--- config.mk ---
export PLATFORM = sky130hd
export DESIGN_NAME = rmsd_ctrl
export DESIGN_NICKNAME = d
export VERILOG_FILES = /design/src/rgb_matrix_row_scan_driver_macros.svh /design/src/rmsd_pkg.sv /design/src/rmsd_ctrl.sv
export SDC_FILE = /design/constraint.sdc
export NUM_CORES = 1
export LEC_CHECK = 0
export BUFFER_PORTS_ARGS = -buffer_cell sky130_fd_sc_hd__buf_2
export CORE_MARGIN = 3
export CORE_UTILIZATION = 41
export CTS_CLUSTER_SIZE = 20
export DETAILED_ROUTE_END_ITERATION = 10
export PLACE_DENSITY = 0.75
export SYNTH_ARGS = -nofsm -noshare
export SYNTH_HDL_FRONTEND = slang
export SYNTH_SLANG_ARGS = --single-unit
--- constraint.sdc ---
create_clock -name i_clk -period 1.9 [get_ports i_clk]
set_input_delay 0.38 -clock i_clk [delete_from_list [all_inputs] [get_ports i_clk]]
set_output_delay 0.38 -clock i_clk [all_outputs]
set_load 0.03 [all_outputs]
--- src/rgb_matrix_row_scan_driver_macros.svh ---
// assertion macros shared by the scan driver rtl
`ifndef RGB_MATRIX_ROW_SCAN_DRIVER_MACROS_SVH
`define RGB_MATRIX_ROW_SCAN_DRIVER_MACROS_SVH

// same-cycle implication, checked out of reset
`define RMSD_ASSERT_IMP(lbl, ante, cons, msg) \
    lbl: assert property (@(posedge i_clk) disable iff (!i_rst_n) (ante) |-> (cons)) \
        else $error(msg);

// next-cycle implication, checked out of reset
`define RMSD_ASSERT_NXT(lbl, ante, cons, msg) \
    lbl: assert property (@(posedge i_clk) disable iff (!i_rst_n) (ante) |=> (cons)) \
        else $error(msg);

`endif

--- src/rmsd_pkg.sv ---
// shared constants and types of the led matrix row scan driver
`timescale 1ns / 1ps

package rmsd_pkg;

    // panel geometry
    localparam int PANEL_WIDTH = 32;
    localparam int SCAN_ROWS   = 16;
    localparam int MAX_PANELS  = 2;
    localparam int MAX_SHIFT   = 64;

    localparam int STORE_COLS  = PANEL_WIDTH * MAX_PANELS;
    localparam int STORE_ROWS  = 2 * SCAN_ROWS;

    // field widths
    localparam int COL_W   = 6;
    localparam int PROW_W  = 5;
    localparam int LEVEL_W = 8;
    localparam int PNL_W   = 2;
    localparam int ROW_W   = $clog2(SCAN_ROWS);
    localparam int SCOL_W  = $clog2(STORE_COLS);
    localparam int WID_W   = $clog2(STORE_COLS + 1);
    localparam int PIX_W   = 3;

    // one half-frame memory: bank, scan row, column
    localparam int ADDR_W  = 1 + ROW_W + SCOL_W;
    localparam int DEPTH   = 2 ** ADDR_W;

    // input function codes
    localparam logic FUNC_WRITE = 1'b0;
    localparam logic FUNC_TICK  = 1'b1;

    typedef enum logic [1:0] {
        ST_CLEAR,
        ST_IDLE,
        ST_SCAN
    } t_state;

    // command to both half-frame memories
    typedef struct packed {
        logic              we_up;
        logic              we_lo;
        logic [ADDR_W-1:0] waddr;
        logic [PIX_W-1:0]  wdata;
        logic              re;
        logic [ADDR_W-1:0] raddr;
    } t_ram_cmd;

    // side data of the word in the output register
    typedef struct packed {
        logic             vld;
        logic [ROW_W-1:0] row;
        logic [COL_W-1:0] col;
        logic             latch;
    } t_out_meta;

endpackage

--- src/rmsd_ctrl.sv ---
// sequencer: clearing pass, pixel writes, row scan and bank swap
`timescale 1ns / 1ps

module rmsd_ctrl import rmsd_pkg::*; (
    input  logic               i_clk,
    input  logic               i_rst_n,
    input  logic               i_in_valid,
    output logic               o_in_stall,
    input  logic               i_func,
    input  logic [COL_W-1:0]   i_pixel_column,
    input  logic [PROW_W-1:0]  i_pixel_row,
    input  logic [LEVEL_W-1:0] i_red_level,
    input  logic [LEVEL_W-1:0] i_green_level,
    input  logic [LEVEL_W-1:0] i_blue_level,
    input  logic               i_cfg_valid,
    output logic               o_cfg_ready,
    input  logic [PNL_W-1:0]   i_cfg_data,
    input  logic               i_out_stall,
    output t_ram_cmd           o_ram_cmd,
    output t_out_meta          o_meta
);

    t_state            r_state, n_state;
    logic [ADDR_W-1:0] r_clr_addr;
    logic [SCOL_W-1:0] r_col;
    logic [ROW_W-1:0]  r_scan_row;
    logic              r_front;
    logic [PNL_W-1:0]  r_panel_count;
    logic              r_out_vld;
    logic [ROW_W-1:0]  r_out_row;
    logic [COL_W-1:0]  r_out_col;
    logic              r_out_latch;

    logic [PNL_W-1:0]  w_panels;
    logic [WID_W-1:0]  w_width;
    logic [WID_W-1:0]  w_cols;
    logic              w_accept;
    logic              w_issue;
    logic              w_last;
    logic              w_wr_ok;
    logic              w_clr_done;

    // active width from the panel count, zero acts as one panel and three as two
    always_comb begin
        priority if (r_panel_count == '0) begin
            w_panels = PNL_W'(1);
        end else if (r_panel_count > PNL_W'(MAX_PANELS)) begin
            w_panels = PNL_W'(MAX_PANELS);
        end else begin
            w_panels = r_panel_count;
        end
        w_width = WID_W'(int'(w_panels) * PANEL_WIDTH);
        w_cols  = (w_width > WID_W'(MAX_SHIFT)) ? WID_W'(MAX_SHIFT) : w_width;
    end

    // handshakes and scan issue
    assign o_in_stall  = (r_state != ST_IDLE);
    assign o_cfg_ready = 1'b1;
    assign w_accept    = i_in_valid && !o_in_stall;
    assign w_issue     = (r_state == ST_SCAN) && (!r_out_vld || !i_out_stall);
    assign w_last      = ({1'b0, r_col} == (w_cols - WID_W'(1)));
    assign w_clr_done  = (r_clr_addr == ADDR_W'(DEPTH - 1));
    assign w_wr_ok     = w_accept && (i_func == FUNC_WRITE)
                         && ({1'b0, i_pixel_column} < w_width)
                         && ({1'b0, i_pixel_row} < (PROW_W + 1)'(STORE_ROWS));

    // next state
    always_comb begin
        n_state = r_state;
        unique case (r_state)
            ST_CLEAR: begin
                if (w_clr_done) begin
                    n_state = ST_IDLE;
                end
            end
            ST_IDLE: begin
                if (w_accept && (i_func == FUNC_TICK)) begin
                    n_state = ST_SCAN;
                end
            end
            ST_SCAN: begin
                if (w_issue && w_last) begin
                    n_state = ST_IDLE;
                end
            end
            default: begin
                n_state = ST_CLEAR;
            end
        endcase
    end

    always_ff @(posedge i_clk) begin
        if (!i_rst_n) begin
            r_state <= ST_CLEAR;
        end else begin
            r_state <= n_state;
        end
    end

    // clearing pass address
    always_ff @(posedge i_clk) begin
        if (!i_rst_n) begin
            r_clr_addr <= '0;
        end else if (r_state == ST_CLEAR) begin
            r_clr_addr <= r_clr_addr + ADDR_W'(1);
        end
    end

    // configuration register
    always_ff @(posedge i_clk) begin
        if (!i_rst_n) begin
            r_panel_count <= PNL_W'(1);
        end else if (i_cfg_valid && o_cfg_ready) begin
            r_panel_count <= i_cfg_data;
        end
    end

    // column counter, scan row and displayed bank
    always_ff @(posedge i_clk) begin
        if (!i_rst_n) begin
            r_col      <= '0;
            r_scan_row <= '0;
            r_front    <= 1'b0;
        end else begin
            if (w_accept && (i_func == FUNC_TICK)) begin
                r_col <= '0;
            end else if (w_issue) begin
                r_col <= r_col + SCOL_W'(1);
            end
            if (w_issue && w_last) begin
                if (r_scan_row == ROW_W'(SCAN_ROWS - 1)) begin
                    r_scan_row <= '0;
                    r_front    <= ~r_front;
                end else begin
                    r_scan_row <= r_scan_row + ROW_W'(1);
                end
            end
        end
    end

    // output word valid, follows the memory read register
    always_ff @(posedge i_clk) begin
        if (!i_rst_n) begin
            r_out_vld <= 1'b0;
        end else if (w_issue) begin
            r_out_vld <= 1'b1;
        end else if (!i_out_stall) begin
            r_out_vld <= 1'b0;
        end
    end

    // side data captured with each read
    always_ff @(posedge i_clk) begin
        if (w_issue) begin
            r_out_row   <= r_scan_row;
            r_out_col   <= COL_W'(r_col);
            r_out_latch <= w_last;
        end
    end

    // memory commands: clearing pass or pixel write, scan read
    always_comb begin
        o_ram_cmd = '0;
        if (r_state == ST_CLEAR) begin
            o_ram_cmd.we_up = 1'b1;
            o_ram_cmd.we_lo = 1'b1;
            o_ram_cmd.waddr = r_clr_addr;
            o_ram_cmd.wdata = '0;
        end else begin
            o_ram_cmd.we_up = w_wr_ok && !i_pixel_row[ROW_W];
            o_ram_cmd.we_lo = w_wr_ok && i_pixel_row[ROW_W];
            o_ram_cmd.waddr = {~r_front, i_pixel_row[ROW_W-1:0], SCOL_W'(i_pixel_column)};
            o_ram_cmd.wdata = {i_blue_level[LEVEL_W-1], i_green_level[LEVEL_W-1],
                               i_red_level[LEVEL_W-1]};
        end
        o_ram_cmd.re    = w_issue;
        o_ram_cmd.raddr = {r_front, r_scan_row, r_col};
    end

    assign o_meta.vld   = r_out_vld;
    assign o_meta.row   = r_out_row;
    assign o_meta.col   = r_out_col;
    assign o_meta.latch = r_out_latch;

endmodule

==> metrics.txt <==
status finished clean; minimum clock period about 1.9 ns; syn nets roughly 220; first-pass GRT wire length approximately 5600 um; clk_lat worst skew a little under 0.3 ns; sequential share of power approximately 52%; final global-route overflow total 0; most frequent cells in the layout buf_2, dfxtp_1, nand2_1; Yosys top cell by area dfxtp_1; CP cell instances nor2_4, buf_6, mux2_2, buf_2; DRT Pass-1 Iters 4; RR Startpoint r_clr_addr[1]$_SDFFE_PN0P_; cts bufs inserted 5; IO Port Bufs between 60 and 70; Placer Congestion roughly 0.75; Inst Count DP 283; number of synthesized register bits 37; clock-pin slew on the worst setup and hold paths 0.07 ns; design area about 0.0023 mm^2; drt wl/cell ~12 um; Worst EP required roughly 1.5 ns; setup slack after layout between 0.04 and 0.05 ns; FMAX approximately 0.54 GHz; hold path start i_cfg_data[1]; worst hold path type in -> reg; M1 wire length between 1000 and 1500 um; switching pwr about 0.33 mW; clock network power share a little over two fifths; LEAKAGE 0.9834 nW; clock root buffer clkbuf_8; Sw Share 21.05%; DR top layer met4; DIE AREA around 0.005 mm^2; antenna violations before repair 0; RSZ-0062 raised after global routing yes; final net count approximately 290; hold depth 3; peak supply drop between 300 and 400 uV; largest net degree at the start of global routing 16; Via density 4.832; placed cell area around 0.0021 mm^2; Synth area leaders dfxtp_1, edfxtp_1, mux2_2, xnor2_1, and2_1; fill count ~380; sequential fraction of the synthesis area 48.16%; commonest non-fill, non-tap cell in the layout buf_2; Worst Hold End r_panel_count[1]$_SDFFE_PN0P_; area of the mapped netlist between 0.0015 and 0.002 mm^2; Crit Reg-Reg Endpoint r_clr_addr[10]$_SDFFE_PN0P_; Final Cycle Share between 90% and 100%; met2 wire len about 1700 um; Final Hold Viols 0; gr usage total about 14%; Critical Path Max Stage Delay approximately 0.38 ns; crit path kind reg -> out; combinational share of power 5.8%; Post-synth top flop dfxtp_1; Cell Int Power ~1.2 mW; Reg2Reg Setup Slack between 0.15 and 0.2 ns; Routed WL around 3500 um; Crit. End Element output pin; CTS Buffer Depth 2; Mean Syn Cell Area a little over 10 um^2; Die W between 70 and 80 um; DP Worst Slack ~0.12 ns; Post-Synthesis Cells roughly 170; layout cell share with drive strength beyond 1 between 40% and 50%; Synth Warn # 0; maxcap violations 0; ys async rst share 0%; setup TNS 0 ns; Final Setup Violations 0; Core Rows 23; Worst R2R Path Depth 5; final core occ between 50% and 60%; Final Skew roughly 0.0047 ns; growth of design area from synthesis to finish 30.52%; Starting Density between 40 and 50%; cts hold-fix bufs 0; CTS Sinks 37; vias about 1400; # diodes 0; CP Launch Type flop; htree depth 2; initial drt markers a little under 90; Post-synth EDFFs 11; Yosys top cell area share between 20% and 30%; CP max-delay cell dfxtp_4; Power Density 682.3 mW/mm^2; met3 wire length between 200 and 300 um; Die Height between 70 and 80 um; Detail Route Antenna Nets 0; # IOs 85; worst-path maximum fanout 12; post-route insts no fill slightly below 300; total chip power ~1.6 mW; Fin Hold WS approximately 0.35 ns; placed wire-length estimate roughly 2600 um; Worst Path Arrival approximately 1.5 ns; Final Max Tran Viols 0; CTS tree yes; vias in the first global route 1262; core area ~0.004 mm^2; DRC Markers 0; Synth cell types 38
[kinds of logic (layout without fill, tap and decap cells)]
family                     Yosys count  in the layout  synth area share (%)
and+or+nand+nor                     71             71                 23.16
DFF                                 37             37                 48.16
AOI/OAI and AO/OA                   18             18                 6.374
xor gates and xnor gates            15             15                 7.436
buffers and inverters               15             83                 4.461
muxes                               13             13                 8.074
adders and majority gates            3              3                 2.125
other                                1              1                0.2123
[power by group through the flow]
stage               clock network (mW)  logic (mW)  registers [mW]
finish                           0.664      0.0914           0.818
global route                     0.713       0.102           0.819
CTS                              0.679      0.0911           0.820
detailed placement                   0      0.0896           0.838
global placement                     0      0.0885           0.838
floorplan                            0      0.0489           0.838
[critical path: cells and delay by family, from the launching register on]
family | cells | cell delay, ns
buffers and inverters | 2 | 0.33
flip-flops | 1 | 0.38
multiplexers | 1 | 0.33
AND/OR/NAND/NOR | 1 | 0.13
[repair_timing]
action | 4_1_cts | 5_1_grt
setup endpoints to repair | 10 | 12
pin swaps | 0 | 1
setup buffers | 0 | 0
resized for setup | 3 | 9
endpoints found under the hold margin | 0 | 0
[flip-flops by register name, summed over array words and instances, names as in the netlist]
register,cells
r_clr_addr,11
r_col,6
r_front,1
r_out_col,6
r_out_latch,1
r_out_row,4
r_out_vld,1
r_panel_count,1
r_scan_row,4
r_state,2
[Yosys cell counts (2+ instances only)]
master,n
buf_2,2
dfxtp_1,26
mux2_2,10
and2_1,10
mux2i_1,3
a21oi_1,2
nand3_1,7
ha_1,3
nor3b_1,2
a21o_1,2
nor3_1,5
buf_4,5
nor2_1,9
xor2_1,3
nand2_1,14
xnor2_1,12
edfxtp_1,11
a21boi_0,4
clkbuf_1,3
or3_1,2
o21ai_0,6
nand4_1,5
nor2b_1,6
nand2b_1,4
inv_1,4
[final cells by class]
class | instances | area (um^2) | area share [%]
sequential | 37 | 855.8 | 37.11
inverter | 4 | 15.01 | 0.6511
clock inverter | 3 | 41.29 | 1.791
timing repair buffer | 71 | 392.9 | 17.04
clock buffer | 5 | 68.82 | 2.984
tap | 50 | 62.56 | 2.713
multi-input combinational | 121 | 869.6 | 37.71
[metal layers]
metal / up-vias / global-route usage (%)
met3: 6 / 5.049
met4: 0 / 6.263
met5: - / 0
met1: 629 / 15.43
met2: 45 / 24.29
li1: 726 / -
[worst max-delay path by stage]
stage | startpoint | to | cells past startpoint
final | r_state[0]$_SDFFE_PN0P_ | o_ram_cmd[18] | 4
after global routing | r_state[0]$_SDFFE_PN0P_ | o_ram_cmd[16] | 4
after CTS | r_state[0]$_SDFFE_PN0P_ | o_ram_cmd[20] | 4
after detailed placement | i_pixel_column[5] | o_ram_cmd[26] | 5
after global placement | i_pixel_column[5] | o_ram_cmd[26] | 5
after floorplan | r_col[0]$_SDFFE_PP0P_ | r_scan_row[3]$_SDFFE_PN0P_ | 5
Note: power is estimated with default switching activity, not from simulation.
